==> src/cursor_sequence_buffer_unit_defines.svh <==
// Assertion macros shared by the RTL.
`ifndef CURSOR_SEQUENCE_BUFFER_UNIT_DEFINES_SVH
`define CURSOR_SEQUENCE_BUFFER_UNIT_DEFINES_SVH

// Same-cycle implication, disabled during reset.
`define CSBU_ASSERT_IMPLY(label, clk, rst, ante, cons, msg) \
   label: assert property (@(posedge clk) disable iff (rst) (ante) |-> (cons)) \
      else $error(msg);

// Next-cycle implication, disabled during reset.
`define CSBU_ASSERT_NEXT(label, clk, rst, ante, cons, msg) \
   label: assert property (@(posedge clk) disable iff (rst) (ante) |=> (cons)) \
      else $error(msg);

`endif

==> src/csbu_pkg.sv <==
`timescale 1ns / 1ps

package csbu_pkg;

   localparam int CAPACITY  = 64;
   localparam int WORD_BITS = 32;
   localparam int IDX_BITS  = $clog2(CAPACITY);
   localparam int CNT_BITS  = IDX_BITS + 1;

   localparam logic [2:0] OP_START   = 3'd0;
   localparam logic [2:0] OP_ADVANCE = 3'd1;
   localparam logic [2:0] OP_INSERT  = 3'd2;
   localparam logic [2:0] OP_ATTACH  = 3'd3;
   localparam logic [2:0] OP_REMOVE  = 3'd4;
   localparam logic [2:0] OP_READ    = 3'd5;

   localparam logic [1:0] STATUS_DONE       = 2'd0;
   localparam logic [1:0] STATUS_FULL       = 2'd1;
   localparam logic [1:0] STATUS_NO_CURRENT = 2'd2;

   typedef logic [CNT_BITS-1:0]  count_type;
   typedef logic [WORD_BITS-1:0] word_type;

endpackage

==> src/cursor_sequence_buffer_unit.sv <==
`timescale 1ns / 1ps

// Ordered buffer of up to 64 words with a cursor, driven one request at a time.
// A request is taken when start is high and busy is low; busy then stays high
// until the single result has been shown on the rsp_ ports for one cycle with
// rsp_valid high. The receiver cannot stall, so the result must be captured in
// that cycle. All entries live in one single-port-write, registered-read memory
// and a shift moves each entry with a read and then a write. Start, advance,
// read and rejected requests move no entries; insert, attach and remove move
// up to 63 entries each.
module cursor_sequence_buffer_unit (
   input  logic                              clock,
   input  logic                              reset,
   input  logic                              start,
   output logic                              busy,
   input  logic [2:0]                        req_opcode,
   input  logic [csbu_pkg::WORD_BITS-1:0]    req_entry_value,
   output logic                              rsp_valid,
   output logic [1:0]                        rsp_status,
   output logic [csbu_pkg::CNT_BITS-1:0]     rsp_item_count,
   output logic                              rsp_has_current,
   output logic [csbu_pkg::CNT_BITS-1:0]     rsp_cursor_position,
   output logic [csbu_pkg::WORD_BITS-1:0]    rsp_current_value
);

`include "cursor_sequence_buffer_unit_defines.svh"

   localparam int CW = csbu_pkg::CNT_BITS;
   localparam int IW = csbu_pkg::IDX_BITS;

   localparam logic [2:0] S_IDLE  = 3'd0;
   localparam logic [2:0] S_UP_RD = 3'd1;
   localparam logic [2:0] S_UP_WR = 3'd2;
   localparam logic [2:0] S_DN_RD = 3'd3;
   localparam logic [2:0] S_DN_WR = 3'd4;
   localparam logic [2:0] S_PUT   = 3'd5;
   localparam logic [2:0] S_FETCH = 3'd6;
   localparam logic [2:0] S_RESP  = 3'd7;

   logic [2:0]               state_ff, state_in;
   csbu_pkg::count_type      count_ff, count_in;
   csbu_pkg::count_type      cursor_ff, cursor_in;
   csbu_pkg::count_type      idx_ff, idx_in;
   logic [1:0]               status_ff, status_in;
   csbu_pkg::word_type       val_ff, val_in;
   csbu_pkg::word_type       rdata_ff;

   csbu_pkg::word_type       mem [csbu_pkg::CAPACITY];

   logic                     rd_en;
   logic [IW-1:0]            rd_addr;
   logic                     wr_en;
   logic [IW-1:0]            wr_addr;
   csbu_pkg::word_type       wr_data;

   logic                     accept;
   logic                     has_cur;
   logic                     full;
   csbu_pkg::count_type      idx_dec;
   csbu_pkg::count_type      idx_inc;

   assign accept  = start && (state_ff == S_IDLE);
   assign has_cur = cursor_ff < count_ff;
   assign full    = count_ff == CW'(csbu_pkg::CAPACITY);
   assign idx_dec = idx_ff - CW'(1);
   assign idx_inc = idx_ff + CW'(1);

   always_comb begin
      state_in  = state_ff;
      count_in  = count_ff;
      cursor_in = cursor_ff;
      idx_in    = idx_ff;
      status_in = status_ff;
      val_in    = val_ff;
      rd_en     = 1'b0;
      rd_addr   = cursor_ff[IW-1:0];
      wr_en     = 1'b0;
      wr_addr   = idx_ff[IW-1:0];
      wr_data   = rdata_ff;

      case (state_ff)
         S_IDLE: begin
            if (accept) begin
               status_in = csbu_pkg::STATUS_DONE;
               val_in    = req_entry_value;
               state_in  = S_FETCH;
               case (req_opcode)
                  csbu_pkg::OP_START: begin
                     cursor_in = '0;
                  end
                  csbu_pkg::OP_ADVANCE: begin
                     if (has_cur) begin
                        cursor_in = cursor_ff + CW'(1);
                     end else begin
                        status_in = csbu_pkg::STATUS_NO_CURRENT;
                     end
                  end
                  csbu_pkg::OP_INSERT: begin
                     if (full) begin
                        status_in = csbu_pkg::STATUS_FULL;
                     end else begin
                        cursor_in = has_cur ? cursor_ff : '0;
                        idx_in    = count_ff;
                        state_in  = S_UP_RD;
                     end
                  end
                  csbu_pkg::OP_ATTACH: begin
                     if (full) begin
                        status_in = csbu_pkg::STATUS_FULL;
                     end else begin
                        cursor_in = has_cur ? cursor_ff + CW'(1) : count_ff;
                        idx_in    = count_ff;
                        state_in  = S_UP_RD;
                     end
                  end
                  csbu_pkg::OP_REMOVE: begin
                     if (has_cur) begin
                        idx_in   = cursor_ff;
                        state_in = S_DN_RD;
                     end else begin
                        status_in = csbu_pkg::STATUS_NO_CURRENT;
                     end
                  end
                  csbu_pkg::OP_READ: begin
                     if (!has_cur) begin
                        status_in = csbu_pkg::STATUS_NO_CURRENT;
                     end
                  end
                  default: begin
                  end
               endcase
            end
         end
         // open a gap at the cursor: entry idx-1 moves to idx
         S_UP_RD: begin
            if (idx_ff > cursor_ff) begin
               rd_en    = 1'b1;
               rd_addr  = idx_dec[IW-1:0];
               state_in = S_UP_WR;
            end else begin
               state_in = S_PUT;
            end
         end
         S_UP_WR: begin
            wr_en    = 1'b1;
            idx_in   = idx_dec;
            state_in = S_UP_RD;
         end
         S_PUT: begin
            wr_en    = 1'b1;
            wr_addr  = cursor_ff[IW-1:0];
            wr_data  = val_ff;
            count_in = count_ff + CW'(1);
            state_in = S_FETCH;
         end
         // close the gap: entry idx+1 moves to idx
         S_DN_RD: begin
            if (idx_inc < count_ff) begin
               rd_en    = 1'b1;
               rd_addr  = idx_inc[IW-1:0];
               state_in = S_DN_WR;
            end else begin
               // cursor < old count, so it never exceeds the new count
               count_in = count_ff - CW'(1);
               state_in = S_FETCH;
            end
         end
         S_DN_WR: begin
            wr_en    = 1'b1;
            idx_in   = idx_inc;
            state_in = S_DN_RD;
         end
         S_FETCH: begin
            rd_en    = 1'b1;
            state_in = S_RESP;
         end
         S_RESP: begin
            state_in = S_IDLE;
         end
         default: begin
            state_in = S_IDLE;
         end
      endcase
   end

   always_ff @(posedge clock) begin
      if (reset) begin
         state_ff  <= S_IDLE;
         count_ff  <= '0;
         cursor_ff <= '0;
      end else begin
         state_ff  <= state_in;
         count_ff  <= count_in;
         cursor_ff <= cursor_in;
      end
      idx_ff    <= idx_in;
      status_ff <= status_in;
      val_ff    <= val_in;
   end

   always_ff @(posedge clock) begin
      if (wr_en) begin
         mem[wr_addr] <= wr_data;
      end
      if (rd_en) begin
         rdata_ff <= mem[rd_addr];
      end
   end

   assign busy                = state_ff != S_IDLE;
   assign rsp_valid           = state_ff == S_RESP;
   assign rsp_status          = status_ff;
   assign rsp_item_count      = count_ff;
   assign rsp_has_current     = has_cur;
   assign rsp_cursor_position = cursor_ff;
   assign rsp_current_value   = has_cur ? rdata_ff : '0;

   `CSBU_ASSERT_IMPLY(a_cursor_in_range, clock, reset, 1'b1, cursor_ff <= count_ff,
                      "cursor beyond count")
   `CSBU_ASSERT_IMPLY(a_count_in_range, clock, reset, 1'b1,
                      count_ff <= CW'(csbu_pkg::CAPACITY), "count beyond capacity")
   `CSBU_ASSERT_NEXT(a_accept_busy, clock, reset, start && !busy, busy,
                     "not busy after accepting a request")
   `CSBU_ASSERT_NEXT(a_single_strobe, clock, reset, rsp_valid, !rsp_valid && !busy,
                     "result strobe longer than one cycle")
   `CSBU_ASSERT_NEXT(a_put_grows, clock, reset, state_ff == S_PUT,
                     count_ff == $past(count_ff) + CW'(1), "count did not grow on store")

endmodule
==> config.mk <==
export PLATFORM = sky130hd
export DESIGN_NAME = cursor_sequence_buffer_unit
export DESIGN_NICKNAME = d
export VERILOG_FILES = /design/src/csbu_pkg.sv /design/src/cursor_sequence_buffer_unit.sv
export VERILOG_INCLUDE_DIRS = /design/src /design/src/src
export SDC_FILE = /design/constraint.sdc
export NUM_CORES = 2
export LEC_CHECK = 0
export BUFFER_PORTS_ARGS = -buffer_cell sky130_fd_sc_hd__buf_2
export CORE_AREA = 10 10 389 391
export DETAILED_ROUTE_END_ITERATION = 10
export DIE_AREA = 0 0 399 401
export PLACE_DENSITY = 0.76
export SLEW_MARGIN = 20
export SYNTH_ARGS = -nofsm -noshare
export SYNTH_HDL_FRONTEND = slang
export SYNTH_SLANG_ARGS = --single-unit
==> constraint.sdc <==
create_clock -name clock -period 8.1 [get_ports clock]
set_input_delay 2.43 -clock clock [delete_from_list [all_inputs] [get_ports clock]]
set_output_delay 2.43 -clock clock [all_outputs]
set_load 0.005 [all_outputs]
[Word level (Yosys, flattened, before mapping)]
Memories as Yosys holds them, arrays and structs flattened. A register that Yosys moved wholly into a read port is not among the register bits.
Cells that the tools add are included.
Storage, ports and cells
  register bits: 58
  memories: 1
  logic and storage cells: 86
  bits in writable memories: 2048
  output and inout bits: 51
  input port bits: 38
Memory list
  mem: depth 64, bits a word 32, read ports 1, clocked after memory_dff 1, wr ports 1, RTL line cursor_sequence_buffer_unit.sv:48  | csbu_pkg::word_type mem [csbu_pkg::CAPACITY];
Operators by class
  mux-type cells: 35
  equality and inequality tests: 22
  reduce and logical (&&, ||, !) cells: 14
  order comparisons: 3
  $add $sub $neg: 5
Operators with widths (count)
  $mux 32: 2
  $mux 7: 9
  $pmux 7 s2: 2
  $pmux 7 s4: 1
  $pmux 3 s8: 1
  $add 7x1->7 const B: 3
  $pmux 7 s3: 1
  $eq 3x3->1 const B: 6
  $mux 6: 3
  $lt 7x7->1: 2
  $sub 7x1->7 const B: 2
  $eq 3x2->1 const B: 4
  $mux 3: 4
  $ne 2x2->1 const B: 6
  $pmux 6 s2: 1
  $eq 7x7->1 const B: 1
  $gt 7x7->1: 1
  $reduce_and 7->1: 1
  $eq 3x1->1 const B: 2
  $logic_not 3->1: 2
  $mux 1: 6
  $ne 3x3->1 const B: 2
  $pmux 3 s2: 1
  $reduce_bool 3->1: 2
  other kinds (11): 14

[Longest topological paths before layout]
  word-level depth: 5
  mapped depth: 21
  gate-level depth less buffers: 15

[Worst setup path before layout]
OpenSTA, ideal clock, no wires.
  kind: register -> output
  start: register count_ff[1], in the netlist rsp_item_count[1]
  end: output rsp_current_value[23] (netlist name)
  data required time: 5.670 ns
  buffers on the path: 1
  path slack: 3.307 ns
  arrival: 2.363 ns
  stages on the path, launching flop included: 12
  cells stage by stage: dfxtp_1 inv_1 ha_1 a21o_1 a21o_1 a21o_1 a21o_1 a21o_1 a21o_1 inv_1 clkbuf_1 and2_1
Between the ends
  cells in the longest elaborated chain, start to end: 2
Ends and longest elaborated chain
  from (decl): RTL line cursor_sequence_buffer_unit.sv:41  | csbu_pkg::count_type count_ff, count_in;
  from (signal assigned): RTL line cursor_sequence_buffer_unit.sv:193  | count_ff <= count_in;
  $lt 7x7->1: RTL line cursor_sequence_buffer_unit.sv:63  | assign has_cur = cursor_ff < count_ff;
  named net rsp_has_current: RTL line cursor_sequence_buffer_unit.sv:21  | output logic rsp_has_current,
  $mux 32: RTL line cursor_sequence_buffer_unit.sv:216  | assign rsp_current_value = has_cur ? rdata_ff : '0;
  to (decl): RTL line cursor_sequence_buffer_unit.sv:23  | output logic [csbu_pkg::WORD_BITS-1:0] rsp_current_value
The timed path passes the listed nets, and every way through them passes these cells.

[Worst setup path in the final report]
  start: register count_ff[1], in the netlist rsp_item_count[1]
  end: output rsp_current_value[13] (netlist name)
Between the ends
  cells in the longest elaborated chain, start to end: 2
Ends and longest elaborated chain (RTL line)
  $lt 7x7->1: cursor_sequence_buffer_unit.sv:63
  $mux 32: cursor_sequence_buffer_unit.sv:216
Every way passes these cells.

==> metrics.txt <==
CTS H-tree depth=4; initial drt markers=roughly 8300; Min-Delay Path Depth=2; simple-gate share of the synthesized area=0.1451; Internal Pwr Total=approximately 24 mW; Clock power frac=0.236; vias in the first global route=between 50000 and 60000; drt total wl=approximately 230000 um; Post-Place Setup Slack=~1.9 ns; io pins=about 90; Die Y=around 400 um; wire per inst=27.54 um; DR vias=around 54000; maximum vdd drop=approximately 0.57 mV; clock slew at reported path FFs=about 0.06 ns; WP data required=roughly 5.7 ns; switching pwr=about 15 mW; XOR/XNOR Fraction of Synth Area=0.001540; FF+latch count, synth=roughly 2100; largest net degree at the start of global routing=~220; largest family of logic cells by synthesized area=simple AND/OR/NAND/NOR gates; Hold Crit Class=reg -> reg; sw frac=0.3870; Max Clock Freq=roughly 150 MHz; max cap viols=1; worst-path fanout max=36; core area=between 0.1 and 0.15 mm^2; Setup Buffers After CTS=0; Total Negative Setup Slacks=0 ns; Synthesis Warnings=0; Post-Syn Area=around 0.085 mm^2; post-cts sizing count=0; Placer Congestion=about 0.85; share of cells above drive strength 1=0.1044; fin crit share=0.7973; first-pass GRT wire length=336100 um; CTS Buf Count=198; Post-DP HPWL=about 120000 um; Worst Tran Pin Value=roughly 1.5 ns; critical path launch point type=flip-flop; Hold WS=between 0.5 and 0.6 ns; post-synth cell types=76; Slew Limit Fails=0; pwr dens=between 400 and 500 mW/mm^2; Slew HR=0.01672; status=finished with violations; Final Power=38.91 mW; Layout Utilization=0.6618; worst reg2reg path depth=15; Post-DRT Antenna Nets=0; sequential element share of the synthesized area=0.7508; die width=about 400 um; initial core utilization=0.5958; failing checks=capacitance limit; Avg Inst Size Synth=~14 um^2; Worst EP arrival=between 4 and 5 ns; Async SR Flop Fraction=0; Finish-stage setup viols=0; Area growth syn-to-layout=11.07%; die area=approximately 0.16 mm^2; Setup Skew=roughly 0.035 ns; CTS root buf=clkbuf_16; Comb power frac=0.381; post-synthesis adder-cell area fraction=0.004196; Max clock buf depth=3; CTS tree=done; number of enable flip-flop cells after synthesis=2121; Port-buffer cells=88; clock sink total=2138; Net Count, Synth=6333; ys flop type=edfxtp_1; fin nets=between 6000 and 7000; LEAKAGE=about 31 nW; mux share of post-synthesis cell area=0.01960; crit path kind=reg -> out; Rows=~140; post-layout minimum cycle time=between 6 and 7 ns; cts hold-fix bufs=0; element type at the critical path end=output port; final worst slack=1.642 ns; Via-to-Cell Ratio=approximately 6.4; final hold violations=0; drt pass-1 iters=6; Clk Latency, worst-skew pair=0.84 ns; grt total ovfl=0; Synth Instances=6267; DRC=0; Compound-Gate Fraction of Synth Area=0.05500; RSZ-0062 raised after global routing=no; Seq pwr share=0.383; initial antenna violation count=19; GR Util All Layers=0.2825
[worst paths after layout]
| kind | startpoint | end | slack, ns |
|---|---|---|---|
| worst max-delay path | rsp_item_count[1]$_SDFFE_PP0P_ | rsp_current_value[13] | 1.64 |
| worst min-delay path | rsp_item_count[6]$_SDFFE_PP0P_ | rsp_cursor_position[6]$_SDFFE_PP0P_ | 0.58 |
| worst max register to register | idx_ff[0]$_DFFE_PP_ | rdata_ff[7]$_DFFE_PP_ | 1.78 |
| worst min register to register | rsp_item_count[6]$_SDFFE_PP0P_ | rsp_cursor_position[6]$_SDFFE_PP0P_ | 0.58 |
[layer usage]
layer  part of all wire  GRT usage  up-vias
met5            0.00027          0        -
met4              0.049     0.1281       10
met3               0.13    0.06542      559
met2               0.46     0.4335     3507
met1               0.36     0.3856    26410
li1                   -          -    23300
[critical path, cell delays in order, from the launching register on]
cell,delay [ns]
dfxtp_1,0.47
inv_1,0.16
ha_1,0.31
a21o_1,0.10
a21o_1,0.12
a21o_1,0.11
a21o_1,0.11
a21o_1,0.16
a21o_1,0.17
clkinv_1,0.80
and2_1,0.52
buf_2,0.14
[power by group through the flow]
stage | clock (mW) | sequential (mW) | combinational, mW
after global placement | 0 | 15.1 | 14.0
after CTS | 9.21 | 14.9 | 14.5
after floorplan | 0 | 14.9 | 9.79
after detailed placement | 0 | 15.1 | 14.4
after global routing | 9.65 | 14.9 | 15.8
final | 9.17 | 14.9 | 14.8
[logic make-up (layout without fill, tap and decap cells)]
kind of cell,after synthesis,count (layout)
AND/OR/NAND/NOR,2861,2861
flip-flops,2138,2138
AO/OA/AOI/OAI,648,648
buffers and inverters,414,631
multiplexers,163,163
adder cells (fa/ha/maj),28,28
XOR/XNOR,15,15
other,0,10
[state kept, by name (all words and copies together) (netlist names)]
signal and count:
val_ff 32, state_ff 3, rsp_cursor_position 7, rsp_item_count 7, idx_ff 7, mem 2048, rdata_ff 32, rsp_status 2
[cell usage after synthesis, types with 3 or more instances]
cell type | number | share of area
a21o_1 | 13 | 0.0011
buf_2 | 242 | 0.014
o21ai_0 | 14 | 0.00082
a211oi_1 | 4 | 0.00035
nand2_1 | 1719 | 0.076
ha_1 | 27 | 0.0040
nor2_1 | 108 | 0.0048
a21oi_2 | 3 | 0.00031
mux2i_1 | 131 | 0.015
edfxtp_1 | 2121 | 0.75
buf_4 | 25 | 0.0022
a21oi_1 | 157 | 0.0092
buf_6 | 10 | 0.0013
and2_1 | 36 | 0.0026
nand3b_1 | 3 | 0.00026
nand2b_1 | 4 | 0.00029
dfxtp_1 | 17 | 0.0040
a22oi_1 | 95 | 0.0084
a21boi_0 | 126 | 0.011
o22ai_1 | 37 | 0.0027
a22o_1 | 93 | 0.0096
inv_1 | 26 | 0.0011
nor3b_1 | 6 | 0.00053
nor4_1 | 64 | 0.0047
clkbuf_1 | 103 | 0.0045
nand4_1 | 67 | 0.0049
nor2b_1 | 6 | 0.00044
mux2_2 | 32 | 0.0042
a41oi_1 | 65 | 0.0067
xnor2_1 | 10 | 0.0010
and3_1 | 36 | 0.0026
buf_1 | 7 | 0.00031
o221ai_1 | 5 | 0.00051
nand3_1 | 790 | 0.046
xor2_1 | 5 | 0.00051
nor3_1 | 7 | 0.00041
o31ai_1 | 3 | 0.00026
[cells in the final DEF (no fill, tap or decap), types with 10 or more instances in the layout]
cell / netlist / routed
a21boi_0: 126 / 126
a21o_1: 13 / 12
a21oi_1: 157 / 157
a22o_1: 93 / 93
a22oi_1: 95 / 95
a41oi_1: 65 / 65
and2_1: 36 / 33
and3_1: 36 / 35
buf_12: 0 / 20
buf_2: 242 / 88
buf_4: 25 / 136
bufinv_16: 0 / 19
clkbuf_1: 103 / 36
clkbuf_16: 0 / 203
clkinv_1: 0 / 48
clkinv_2: 0 / 36
dfxtp_1: 17 / 17
diode_2: 0 / 10
edfxtp_1: 2121 / 2121
ha_1: 27 / 27
inv_1: 26 / 24
mux2_2: 32 / 25
mux2i_1: 131 / 131
nand2_1: 1719 / 1719
nand3_1: 790 / 787
nand4_1: 67 / 67
nor2_1: 108 / 40
nor2_4: 1 / 69
nor4_1: 64 / 38
nor4_2: 0 / 26
o21ai_0: 14 / 14
o22ai_1: 37 / 37
xnor2_1: 10 / 10
[final cells by class]
type                            count  area, um^2
Tap cell                         1903        2381
Clock buffer                      239        5215
Clock inverter                    122        1129
Timing Repair Buffer              244        1862
Fill cell                        9491       48410
Multi-Input combinational cell   3715       19980
Sequential cell                  2138       64030
Inverter                           26       97.59
Antenna cell                       10       25.02
[per-stage QoR]
stage                     instances  area, um^2
after CTS                      8387       94650
final                          8397       94720
after global routing           8392       94710
after global placement         8023       88220
after detailed placement       8026       88310
after floorplan                6267       85280
No activity file was read; power rests on OpenSTA's default activity.
